===== src/rtl/core/swm_pkg.sv =====
// ----------------------------------------------------------------------------
// swm_pkg: shared types and constants for the sliding window maximum
// Default sizes, register reset value and controller/datapath interface types.
// ----------------------------------------------------------------------------
`default_nettype none

package swm_pkg;

    localparam int WINDOW_MAX_DEF = 64;
    localparam int DATA_WIDTH_DEF = 32;

    localparam int           WS_WIDTH = 7;
    localparam logic [6:0]   WS_RESET = 7'd3;

    // commands, controller -> datapath
    typedef struct packed {
        logic accept;     // latch request, apply first flag
        logic load_rd;    // read departing sample and queue front
        logic front_chk;  // drop front if it equals departing sample
        logic tail_rd;    // read queue tail
        logic tail_chk;   // drop tail if smaller than sample
        logic push;       // append sample, update history
        logic head_rd;    // read queue front for the result
        logic out_load;   // load result register
    } cmd_t;

    // status, datapath -> controller
    typedef struct packed {
        logic tail_pop;   // tail entry is smaller than sample
        logic full;       // window holds window_size samples
        logic out_free;   // result register can take a value
    } status_t;

endpackage

`default_nettype wire


===== src/rtl/core/swm_ctrl.sv =====
// ----------------------------------------------------------------------------
// swm_ctrl: sequencer for the sliding window maximum
// Steps one request through front check, tail pops, append and result.
// ----------------------------------------------------------------------------
`default_nettype none

module swm_ctrl (
    input  wire logic             aclk,
    input  wire logic             aresetn,
    input  wire logic             s_valid,
    output logic                  s_ready,
    input  wire swm_pkg::status_t status,
    output swm_pkg::cmd_t         cmd
);

    typedef enum logic [2:0] {
        ST_IDLE,
        ST_LOAD,
        ST_FRONT,
        ST_TAIL_RD,
        ST_TAIL,
        ST_PUSH,
        ST_HEAD_RD,
        ST_EMIT
    } state_t;

    state_t state_reg;
    state_t state_next;

    always_comb begin
        state_next = state_reg;
        cmd        = '0;
        s_ready    = 1'b0;
        unique case (state_reg)
            ST_IDLE: begin
                s_ready = 1'b1;
                if (s_valid) begin
                    cmd.accept = 1'b1;
                    state_next = ST_LOAD;
                end
            end
            ST_LOAD: begin
                cmd.load_rd = 1'b1;
                state_next  = ST_FRONT;
            end
            ST_FRONT: begin
                cmd.front_chk = 1'b1;
                state_next    = ST_TAIL_RD;
            end
            ST_TAIL_RD: begin
                cmd.tail_rd = 1'b1;
                state_next  = ST_TAIL;
            end
            ST_TAIL: begin
                cmd.tail_chk = 1'b1;
                state_next   = status.tail_pop ? ST_TAIL_RD : ST_PUSH;
            end
            ST_PUSH: begin
                cmd.push   = 1'b1;
                state_next = ST_HEAD_RD;
            end
            ST_HEAD_RD: begin
                cmd.head_rd = 1'b1;
                state_next  = status.full ? ST_EMIT : ST_IDLE;
            end
            ST_EMIT: begin
                if (status.out_free) begin
                    cmd.out_load = 1'b1;
                    state_next   = ST_IDLE;
                end
            end
            default: state_next = ST_IDLE;
        endcase
    end

    always_ff @(posedge aclk) begin
        if (!aresetn) begin
            state_reg <= ST_IDLE;
        end else begin
            state_reg <= state_next;
        end
    end

    // a result is only ever loaded from the emit step
    a_load_in_emit: assert property (@(posedge aclk) disable iff (!aresetn)
        cmd.out_load |-> (state_reg == ST_EMIT))
        else $error("result load outside emit step");

    // an accepted request always starts the sequence at the load step
    a_accept_idle: assert property (@(posedge aclk) disable iff (!aresetn)
        cmd.accept |=> (state_reg == ST_LOAD))
        else $error("accept did not start the sequence");

    // tail read is always followed by its check
    a_tail_pair: assert property (@(posedge aclk) disable iff (!aresetn)
        cmd.tail_rd |=> cmd.tail_chk)
        else $error("tail read without check");

endmodule

`default_nettype wire


===== src/rtl/core/swm_dp.sv =====
// ----------------------------------------------------------------------------
// swm_dp: datapath for the sliding window maximum
// Queue and history rings in memory, pointers, window register, result register.
// ----------------------------------------------------------------------------
`default_nettype none

module swm_dp #(
    parameter int WINDOW_MAX = swm_pkg::WINDOW_MAX_DEF,
    parameter int DATA_WIDTH = swm_pkg::DATA_WIDTH_DEF
) (
    input  wire logic                          aclk,
    input  wire logic                          aresetn,
    input  wire logic                          cfg_we,
    input  wire logic [swm_pkg::WS_WIDTH-1:0]  cfg_wdata,
    input  wire logic signed [DATA_WIDTH-1:0]  s_sample,
    input  wire logic                          s_first,
    output logic                               m_valid,
    input  wire logic                          m_ready,
    output logic signed [DATA_WIDTH-1:0]       m_window_max,
    input  wire swm_pkg::cmd_t                 cmd,
    output swm_pkg::status_t                   status
);

    localparam int CW = $clog2(WINDOW_MAX + 1);
    localparam int AW = (WINDOW_MAX > 1) ? $clog2(WINDOW_MAX) : 1;
    localparam int XW = CW + 1;

    // ring index wrap for sums below twice the depth
    function automatic logic [AW-1:0] wrap(input logic [XW-1:0] v);
        logic [XW-1:0] r;
        r = (v >= XW'(WINDOW_MAX)) ? (v - XW'(WINDOW_MAX)) : v;
        return AW'(r);
    endfunction

    logic signed [DATA_WIDTH-1:0] qmem [WINDOW_MAX];
    logic signed [DATA_WIDTH-1:0] hmem [WINDOW_MAX];

    logic [swm_pkg::WS_WIDTH-1:0] ws_reg;
    logic signed [DATA_WIDTH-1:0] sample_reg;
    logic [CW-1:0]                count_reg;
    logic [CW-1:0]                fill_reg;
    logic [AW-1:0]                head_reg;
    logic [AW-1:0]                hptr_reg;
    logic signed [DATA_WIDTH-1:0] q_rd_reg;
    logic signed [DATA_WIDTH-1:0] h_rd_reg;
    logic                         m_valid_reg;
    logic signed [DATA_WIDTH-1:0] m_window_max_reg;

    logic [XW-1:0] w_eff;
    logic [XW-1:0] hptr_x;
    logic [AW-1:0] leave_idx;
    logic [AW-1:0] tail_idx;
    logic [AW-1:0] q_rd_addr;
    logic          q_rd_en;
    logic          drop;
    logic [CW-1:0] count_kept;
    logic [AW-1:0] head_kept;
    logic [AW-1:0] put_idx;
    logic          full;
    logic          front_pop;

    // window size zero counts as one, above the depth as the depth
    always_comb begin
        if (ws_reg == '0) begin
            w_eff = XW'(1);
        end else if (32'(ws_reg) > 32'(WINDOW_MAX)) begin
            w_eff = XW'(WINDOW_MAX);
        end else begin
            w_eff = XW'(ws_reg);
        end
    end

    assign full   = XW'(fill_reg) >= w_eff;
    assign hptr_x = XW'(hptr_reg);

    always_comb begin
        if (hptr_x >= w_eff) begin
            leave_idx = AW'(hptr_x - w_eff);
        end else begin
            leave_idx = AW'(hptr_x + XW'(WINDOW_MAX) - w_eff);
        end
    end

    assign tail_idx   = wrap(XW'(head_reg) + XW'(count_reg) - XW'(1));
    assign front_pop  = full && (count_reg != '0) && (q_rd_reg == h_rd_reg);

    // queue full on append: oldest entry goes first
    assign drop       = count_reg == CW'(WINDOW_MAX);
    assign count_kept = drop ? (count_reg - CW'(1)) : count_reg;
    assign head_kept  = drop ? wrap(XW'(head_reg) + XW'(1)) : head_reg;
    assign put_idx    = wrap(XW'(head_kept) + XW'(count_kept));

    always_comb begin
        q_rd_en   = cmd.load_rd || cmd.head_rd || (cmd.tail_rd && (count_reg != '0));
        q_rd_addr = cmd.tail_rd ? tail_idx : head_reg;
    end

    assign status.tail_pop = (count_reg != '0) && (sample_reg > q_rd_reg);
    assign status.full     = full;
    assign status.out_free = !m_valid_reg || m_ready;

    // memories
    always_ff @(posedge aclk) begin
        if (q_rd_en) begin
            q_rd_reg <= qmem[q_rd_addr];
        end
        if (cmd.push) begin
            qmem[put_idx] <= sample_reg;
        end
    end

    always_ff @(posedge aclk) begin
        if (cmd.load_rd) begin
            h_rd_reg <= hmem[leave_idx];
        end
        if (cmd.push) begin
            hmem[hptr_reg] <= sample_reg;
        end
    end

    always_ff @(posedge aclk) begin
        if (cmd.accept) begin
            sample_reg <= s_sample;
        end
        if (cmd.out_load) begin
            m_window_max_reg <= q_rd_reg;
        end
    end

    always_ff @(posedge aclk) begin
        if (!aresetn) begin
            ws_reg      <= swm_pkg::WS_RESET;
            count_reg   <= '0;
            fill_reg    <= '0;
            head_reg    <= '0;
            hptr_reg    <= '0;
            m_valid_reg <= 1'b0;
        end else begin
            if (cfg_we) begin
                ws_reg <= cfg_wdata;
            end
            if (cmd.accept && s_first) begin
                count_reg <= '0;
                fill_reg  <= '0;
                hptr_reg  <= '0;
            end
            if (cmd.front_chk && front_pop) begin
                head_reg  <= wrap(XW'(head_reg) + XW'(1));
                count_reg <= count_reg - CW'(1);
            end
            if (cmd.tail_chk && status.tail_pop) begin
                count_reg <= count_reg - CW'(1);
            end
            if (cmd.push) begin
                head_reg  <= head_kept;
                count_reg <= count_kept + CW'(1);
                hptr_reg  <= wrap(XW'(hptr_reg) + XW'(1));
                if (fill_reg < CW'(WINDOW_MAX)) begin
                    fill_reg <= fill_reg + CW'(1);
                end
            end
            if (cmd.out_load) begin
                m_valid_reg <= 1'b1;
            end else if (m_ready) begin
                m_valid_reg <= 1'b0;
            end
        end
    end

    assign m_valid      = m_valid_reg;
    assign m_window_max = m_window_max_reg;

    a_count_range: assert property (@(posedge aclk) disable iff (!aresetn)
        (count_reg <= CW'(WINDOW_MAX)) && (fill_reg <= CW'(WINDOW_MAX)))
        else $error("queue or fill count beyond depth");

    a_push_nonempty: assert property (@(posedge aclk) disable iff (!aresetn)
        cmd.push |=> (count_reg != '0))
        else $error("queue empty after append");

    a_no_overwrite: assert property (@(posedge aclk) disable iff (!aresetn)
        cmd.out_load |-> (!m_valid_reg || m_ready))
        else $error("pending result overwritten");

endmodule

`default_nettype wire


===== src/rtl/core/sliding_window_max_top.sv =====
// One request at a time: s_ready is high only in the idle step, so a new request is taken
//   only after the last has finished; tail pops are paced by the single read port of the
//   queue memory, one tail compare per read.
// A result waiting in the output register stalls the next request at its emit step.
// Reset (aresetn, synchronous, active low): queue and fill counts, pointers cleared,
//   window_size back to 3; memories are not cleared and need no clearing pass.
// ----------------------------------------------------------------------------
// sliding_window_max_top: streaming running maximum over a sliding window
// Monotonic deque of candidate maxima plus a ring of recent samples.
// ----------------------------------------------------------------------------
`default_nettype none

module sliding_window_max_top #(
    parameter int WINDOW_MAX = swm_pkg::WINDOW_MAX_DEF,
    parameter int DATA_WIDTH = swm_pkg::DATA_WIDTH_DEF
) (
    input  wire logic                          aclk,
    input  wire logic                          aresetn,
    // configuration: window_size
    input  wire logic                          cfg_we,
    input  wire logic [swm_pkg::WS_WIDTH-1:0]  cfg_wdata,
    // sample requests
    input  wire logic                          s_valid,
    output logic                               s_ready,
    input  wire logic signed [DATA_WIDTH-1:0]  s_sample,
    input  wire logic                          s_first,
    // window maximum results
    output logic                               m_valid,
    input  wire logic                          m_ready,
    output logic signed [DATA_WIDTH-1:0]       m_window_max
);

    // Sequence per request:
    //   idle    - take request; first flag clears queue, fill count, history pointer
    //   load    - read departing sample and queue front
    //   front   - drop front if equal to departing sample (window full only)
    //   tail    - read/compare tail, drop while strictly smaller
    //   push    - append sample, write history, bump pointers
    //   head_rd - read new front; window full gives a result
    //   emit    - hand result to output register once it is free

    swm_pkg::cmd_t    cmd;
    swm_pkg::status_t status;

    swm_ctrl u_ctrl (
        .aclk    (aclk),
        .aresetn (aresetn),
        .s_valid (s_valid),
        .s_ready (s_ready),
        .status  (status),
        .cmd     (cmd)
    );

    swm_dp #(
        .WINDOW_MAX (WINDOW_MAX),
        .DATA_WIDTH (DATA_WIDTH)
    ) u_dp (
        .aclk         (aclk),
        .aresetn      (aresetn),
        .cfg_we       (cfg_we),
        .cfg_wdata    (cfg_wdata),
        .s_sample     (s_sample),
        .s_first      (s_first),
        .m_valid      (m_valid),
        .m_ready      (m_ready),
        .m_window_max (m_window_max),
        .cmd          (cmd),
        .status       (status)
    );

endmodule

`default_nettype wire

===== config.mk =====
export PLATFORM = sky130hd
export DESIGN_NAME = sliding_window_max_top
export DESIGN_NICKNAME = d
export VERILOG_FILES = /design/src/rtl/core/swm_pkg.sv /design/src/rtl/core/swm_ctrl.sv /design/src/rtl/core/swm_dp.sv /design/src/rtl/core/sliding_window_max_top.sv
export SDC_FILE = /design/constraint.sdc
export NUM_CORES = 2
export LEC_CHECK = 0
export BUFFER_PORTS_ARGS = -buffer_cell sky130_fd_sc_hd__buf_4
export CORE_MARGIN = 2
export CORE_UTILIZATION = 55
export DETAILED_ROUTE_END_ITERATION = 6
export PLACE_DENSITY = 0.76
export SETUP_SLACK_MARGIN = 0.5
export SLEW_MARGIN = 5
export SYNTH_ARGS = -nofsm -noshare
export SYNTH_HDL_FRONTEND = slang
export SYNTH_HIERARCHICAL = 1
export SYNTH_SLANG_ARGS = --single-unit

===== constraint.sdc =====
create_clock -name aclk -period 6.4 [get_ports aclk]
set_input_delay 1.6 -clock aclk [delete_from_list [all_inputs] [get_ports aclk]]
set_output_delay 1.6 -clock aclk [all_outputs]
set_load 0.01 [all_outputs]

### Yosys cells after proc, flatten, opt, wreduce, memory -nomap -nowiden

Memories as Yosys holds them, arrays and structs flattened. A register that Yosys moved wholly into a read port is not among the register bits.
Cells that the tools add are included.

* $add $sub $neg: 15
* order comparisons: 9
* eq/ne operators: 11
* muxes and demuxes: 41
* reduce and logical (&&, ||, !) cells: 19

Operator list (number)
* 7-bit 2-to-1 mux: 10
* 6-bit 2-to-1 mux: 11
* 32-bit == test: 1
* 32-bit greater-than comparator: 1
* 3-bit case mux with 8 select lines: 1
* 6-bit by 1-bit subtractor with 6-bit output, second input constant: 4
* 6-bit by 7-bit adder with 8-bit output: 2
* 8-bit by 7-bit >= comparator with 1-bit output, second input constant: 2
* 1-bit 2-to-1 mux: 15
* 6-bit by 1-bit adder with 7-bit output, second input constant: 2
* 7-bit by 1-bit adder with 7-bit output, second input constant: 2
* 7-bit >= comparator, second input constant: 2
* 3-bit == test, second input constant: 4
* 3-bit 2-to-1 mux: 4
* 6-bit subtractor: 2
* 8-bit by 1-bit subtractor with 8-bit output, second input constant: 1
* 7-bit == test, second input constant: 1
* 6-bit by 7-bit >= comparator with 1-bit output: 1
* 7-bit >= comparator: 1
* 7-bit greater-than comparator, second input constant: 1
* 1-bit logical AND: 7
* 7-bit logical NOT: 1
* 7-bit < comparator, second input constant: 1
* 7-bit nonzero test: 1
* 11 further kinds: 17

* bits in registers: 101
* bits in writable memories: 4096
* input bits: 45
* word-level logic and storage cells: 106
* memories: 2

Memories
* u_dp.hmem: depth 64, bits a word 32, rd ports 1, clocked after memory_dff 1, wr ports 1, RTL line swm_dp.sv:36 `logic signed [DATA_WIDTH-1:0] hmem [WINDOW_MAX];`
* u_dp.qmem: depth 64, bits a word 32, rd ports 1, clocked after memory_dff 1, wr ports 1, RTL line swm_dp.sv:35 `logic signed [DATA_WIDTH-1:0] qmem [WINDOW_MAX];`

### Logic depth before layout (Yosys ltp)

* depth in word-level cells: 10
* mapped depth: 16

### By module

The synthesis kept the hierarchy.

Modules (own cells, without submodules)
* swm_dp: instances 1, cells each 10014, area an instance 166798.7 sq um, sequential area each 127522.3 sq um
* swm_ctrl: instances 1, cells each 33, area an instance 252.7 sq um, sequential area each 60.1 sq um

### Least setup slack after synthesis

OpenSTA, ideal clock, no wires.

* kind: register to register
* start: reg u_dp.count_reg[1]
* end: mem u_dp/qmem[0][0] in the netlist's numbering, enable pin
* setup time: 0.461 ns
* arrival time: 5.382 ns
* required time: 5.939 ns
* path slack: 0.557 ns
* cell stages (with the launch flop): 14
* path buffers: 2
* period minus slack after synthesis: 5.843 ns
* cell sequence: dfxtp_1 inv_1 ha_1 or3b_4 or4b_1 buf_2 or2_2 xnor2_1 ha_1 a21oi_1 o21ai_4 xor2_2 buf_4 nor3_1

* cells in the longest elaborated chain, start to end: 5
* elaborated cells on any way between the ends: 8

RTL lines
* from (decl): RTL line swm_dp.sv:40 `logic [CW-1:0] count_reg;`
* from (signal assigned): RTL line swm_dp.sv:149 `count_reg <= count_reg - CW'(1);`
* from (signal assigned): RTL line swm_dp.sv:152 `count_reg <= count_reg - CW'(1);`
* from (signal assigned): RTL line swm_dp.sv:156 `count_reg <= count_kept + CW'(1);`
* 7-bit by 1-bit subtractor with 7-bit output or 7-bit == test (tied branches): RTL line swm_dp.sv:89, swm_dp.sv:88
* 7-bit 2-to-1 mux or 6-bit 2-to-1 mux (tied branches): RTL line swm_dp.sv:89, swm_dp.sv:90
* 6-bit by 7-bit adder with 8-bit output *: RTL line swm_dp.sv:91 `assign put_idx = wrap(XW'(head_kept) + XW'(count_kept));`
* 8-bit by 7-bit >= comparator with 1-bit output or 6-bit by 1-bit subtractor with 6-bit output (tied branches): RTL line swm_dp.sv:31 `r = (v >= XW'(WINDOW_MAX)) ? (v - XW'(WINDOW_MAX)) : v;`
* 6-bit 2-to-1 mux *: RTL line swm_dp.sv:31
* to (decl): RTL line swm_dp.sv:35

Every way passes the cells marked *; elsewhere a longest branch is shown, timed or not.

### Final worst setup path

* start: reg u_dp/ws_reg[1] in the netlist's numbering
* end: reg u_dp.h_rd_reg[15], read port of u_dp.hmem (data pin)

* cells in the longest elaborated chain, start to end: 5
* elaborated cells on any way between the ends: 8

RTL lines
* from (decl): RTL line swm_dp.sv:38 `logic [swm_pkg::WS_WIDTH-1:0] ws_reg;`
* from (signal assigned): RTL line swm_dp.sv:132 `ws_reg <= swm_pkg::WS_RESET;`
* from (signal assigned): RTL line swm_dp.sv:140 `ws_reg <= cfg_wdata;`
* 7-bit greater-than comparator: RTL line swm_dp.sv:66 `end else if (32'(ws_reg) > 32'(WINDOW_MAX)) begin`
* 7-bit 2-to-1 mux: RTL line swm_dp.sv:66
* 7-bit 2-to-1 mux *: RTL line swm_dp.sv:64 `if (ws_reg == '0) begin`
* 6-bit subtractor (tied with other cells): RTL line swm_dp.sv:80 `leave_idx = AW'(hptr_x + XW'(WINDOW_MAX) - w_eff);`
* 6-bit 2-to-1 mux *: RTL line swm_dp.sv:77 `if (hptr_x >= w_eff) begin`
* to (decl): RTL line swm_dp.sv:45 `logic signed [DATA_WIDTH-1:0] h_rd_reg;`

Marked as above.
A chain may end at the register's enable or synchronous reset.

==> run metrics <==
status=complete, but fails checks; failing checks=design-rule violations; Hold Violations, Final=0; sequential area share after synthesis=76.37%; # Post-CTS Setup Buffers=0; DR WL/cell=32.66 microns; post_cts resized=0; Clock Pin Slew Worst Setup and Hold Paths=60 ps; Worst-Skew Late Latency=940 ps; Critical Path Max Stage Delay=1190 ps; Final Cycle Share=90.21%; via count=98280; EDFF count, synth=4224; drt pass-1 iters=7; Final setup viols=0; drt total wl=476900 microns; largest net degree at the start of global routing=151; clock sinks=4261; Post-Synthesis Cells=10050; Worst Hold Launch=u_dp/count_reg[0]; max cap viols=0; total die area=0.3082 sq mm; area of the multi-input gates=0.03788 sq mm; crit path launch type=flop; Clock Tree Buf Depth=4; cells along the critical path=nor3_1 > a21oi_1 > nor2_1 > ha_4 > inv_1 > fa_4 > buf_12 > buf_4 > mux4_2 > mux4_2 > a211oi_1 > a21oi_1; Cell Area, Synth=0.1671 sq mm; Static Leak=61.01 nW; peak fanout along the critical path=61; warnings from Yosys=6; Max Slew Vio Count=0; GRT Overall Usage=30.60%; P&R area growth vs syn=12.52%; Final HPWL DP=254500 microns; initial antenna violation count=18; reg2reg start=u_dp/ws_reg[1]; Synth Flop Type=edfxtp_1; FILL cells=19730; final worst path period need=5774 ps; TNS Setup=0 ps; Overflow after GRT=0; width of the chip=555.1 microns; PwrDens=320.2 mW/mm^2; first-pass GRT wire length=678300 microns; DR DRC count=4; hold_buf cts=0; CP Capture Type=flop; Design Power=60.18 mW; First DRT Iteration DRCs=16150; Initial Util=55.22%; core area=0.3025 sq mm; Crit Path Class=flop to flop; Worst Max-Slew Pin Slew=1384 ps; vias in the first global route=96110; cell accounting for the most synthesized area=edfxtp_1; Worst path slowest cell=fa_4; root buffer cell=clkbuf_16; Worst Hold Class=flop to flop; max_slew headroom=7.181%; layout cell share with drive strength beyond 1=17.37%; Synth area leaders=edfxtp_1 (76%), mux4_2 (8.6%), nand2_1 (4.7%), nand3_1 (3.1%), a311oi_1 (1.7%); maximum vdd ir drop=317.2 uV; Nets=10380; synth unique cells=73; Worst Setup SP=u_dp/ws_reg[1]; crit path DAT=6370 ps; FMAX=173.2 MHz; vias per cell=6.732; unrepaired setup endpoints after global routing=false; GPL Wtd Cong=0.9392; Synth Register Bits=4261; WP data required=7000 ps; clock skew=43.33 ps; IO Pins=79; I/O Buffers=78; H-tree Lvls=5; Synth Net Count=10160; register area=0.1276 sq mm; CTS tree=done; DIE HEIGHT=555.1 microns; post-route ant nets=0; Syn Area/Cell=16.63 sq um; Largest regs=u_dp/hmem x2048, u_dp/qmem x2048; post-synth top area share=75.93%; Cell Rows=202; total CTS buffers=404; Async S/R FF share, synth=0%
-- final timing paths --
| kind | depth (start not counted) | slack (ps) | endpoint |
|---|---|---|---|
| setup / recovery | 12 | 630 | u_dp/h_rd_reg[15] |
| hold / removal | 1 | 530 | u_dp/count_reg[0] |
| setup reg to reg | 12 | 630 | u_dp/h_rd_reg[15] |
| hold reg to reg | 1 | 530 | u_dp/count_reg[0] |
-- cells in the mapped netlist (all sizes together), types with 17 or more instances --
master,n
nand3,1049
ha,61
nor2,208
edfxtp,4224
and3,140
nor3,17
a211oi,97
nand2,2113
mux4,640
mux2i,46
buf,119
o21ai,25
inv,66
xnor2,36
nor2b,34
dfxtp,37
a21oi,87
a31oi,68
clkbuf,518
a311oi,321
-- placed cells by master (no fill, tap or decap), drive strengths merged, types with 5 or more instances in the layout --
cell type,count
clkinvlp,14
and3,140
xor2,16
or2,5
buf,456
a31oi,68
diode,12
clkinv,178
ha,61
a311oi,321
a211oi,97
dfxtp,37
or3,12
nor3,17
bufinv,47
clkbuf,493
a21o,13
nor3b,5
nand2,2113
nand3,1049
nor2,208
mux4,640
a21oi,87
mux2i,46
edfxtp,4224
nand3b,5
nor4,5
nand4,15
xnor2,36
inv,78
nand2b,11
o21ai,25
nor2b,34
-- per-stage QoR --
| stage | instance area [sq um] | hold WS [ps] | setup WS, ps | std cells | utilization [%] |
|---|---|---|---|---|---|
| floorplan | 167100 | 426.4 | 557.2 | 10050 | - |
| global placement | 174600 | 470.4 | 601.1 | 13840 | 57.72 |
| detailed placement | 174600 | 481.5 | 928.7 | 13840 | 57.73 |
| CTS | 187900 | 526.2 | 761.3 | 14590 | 62.11 |
| global route | 187900 | 556.9 | 579.4 | 14590 | 62.12 |
| finish | 188000 | 529.9 | 626.3 | 14600 | 62.13 |
-- cells by family (layout without fill, tap and decap cells) --
family	count (synthesis)	count (layout)	share of synthesized area, %
buffers and inverters	704	1266	1.616
DFF	4261	4261	76.37
muxes	688	688	8.917
AOI/OAI and AO/OA	645	645	2.958
adders and majority gates	64	64	0.4928
other	0	12	0
and+or+nand+nor	3633	3633	9.362
xor gates and xnor gates	52	52	0.2816
-- worst max-delay path: cells and delay by family, from the launching register on --
kind | cells | cell delay, ps
AND/OR/NAND/NOR | 2 | 530
flip-flops | 1 | 350
adder cells (fa/ha/maj) | 2 | 1360
AO/OA/AOI/OAI | 3 | 1240
multiplexers | 2 | 960
buffers and inverters | 3 | 930
-- power breakdown --
part / internal, mW / switching [mW]
registers: 31.1 / 0.199
clock network: 13.8 / 10.4
logic: 1.65 / 3.07
-- final cells by class --
class / instances / area share [%]
flip-flops and latches: 4261 / 67.88
clock buffers: 493 / 5.706
inverters: 67 / 0.1338
multi-input cells: 5082 / 20.15
well taps: 3978 / 2.648
diodes: 12 / 0.01598
repair buffers: 456 / 2.108
clock inverters: 250 / 1.357
-- metal layers --
metal | global-route usage [%] | vias up | wire, microns
li1 | - | 39530 | -
met1 | 39.07 | 49240 | 154800
met2 | 48.04 | 7974 | 225100
met3 | 7.128 | 1524 | 62870
met4 | 18.56 | 4 | 34040
met5 | 0 | - | 21
No activity file was read; power rests on OpenSTA's default activity.
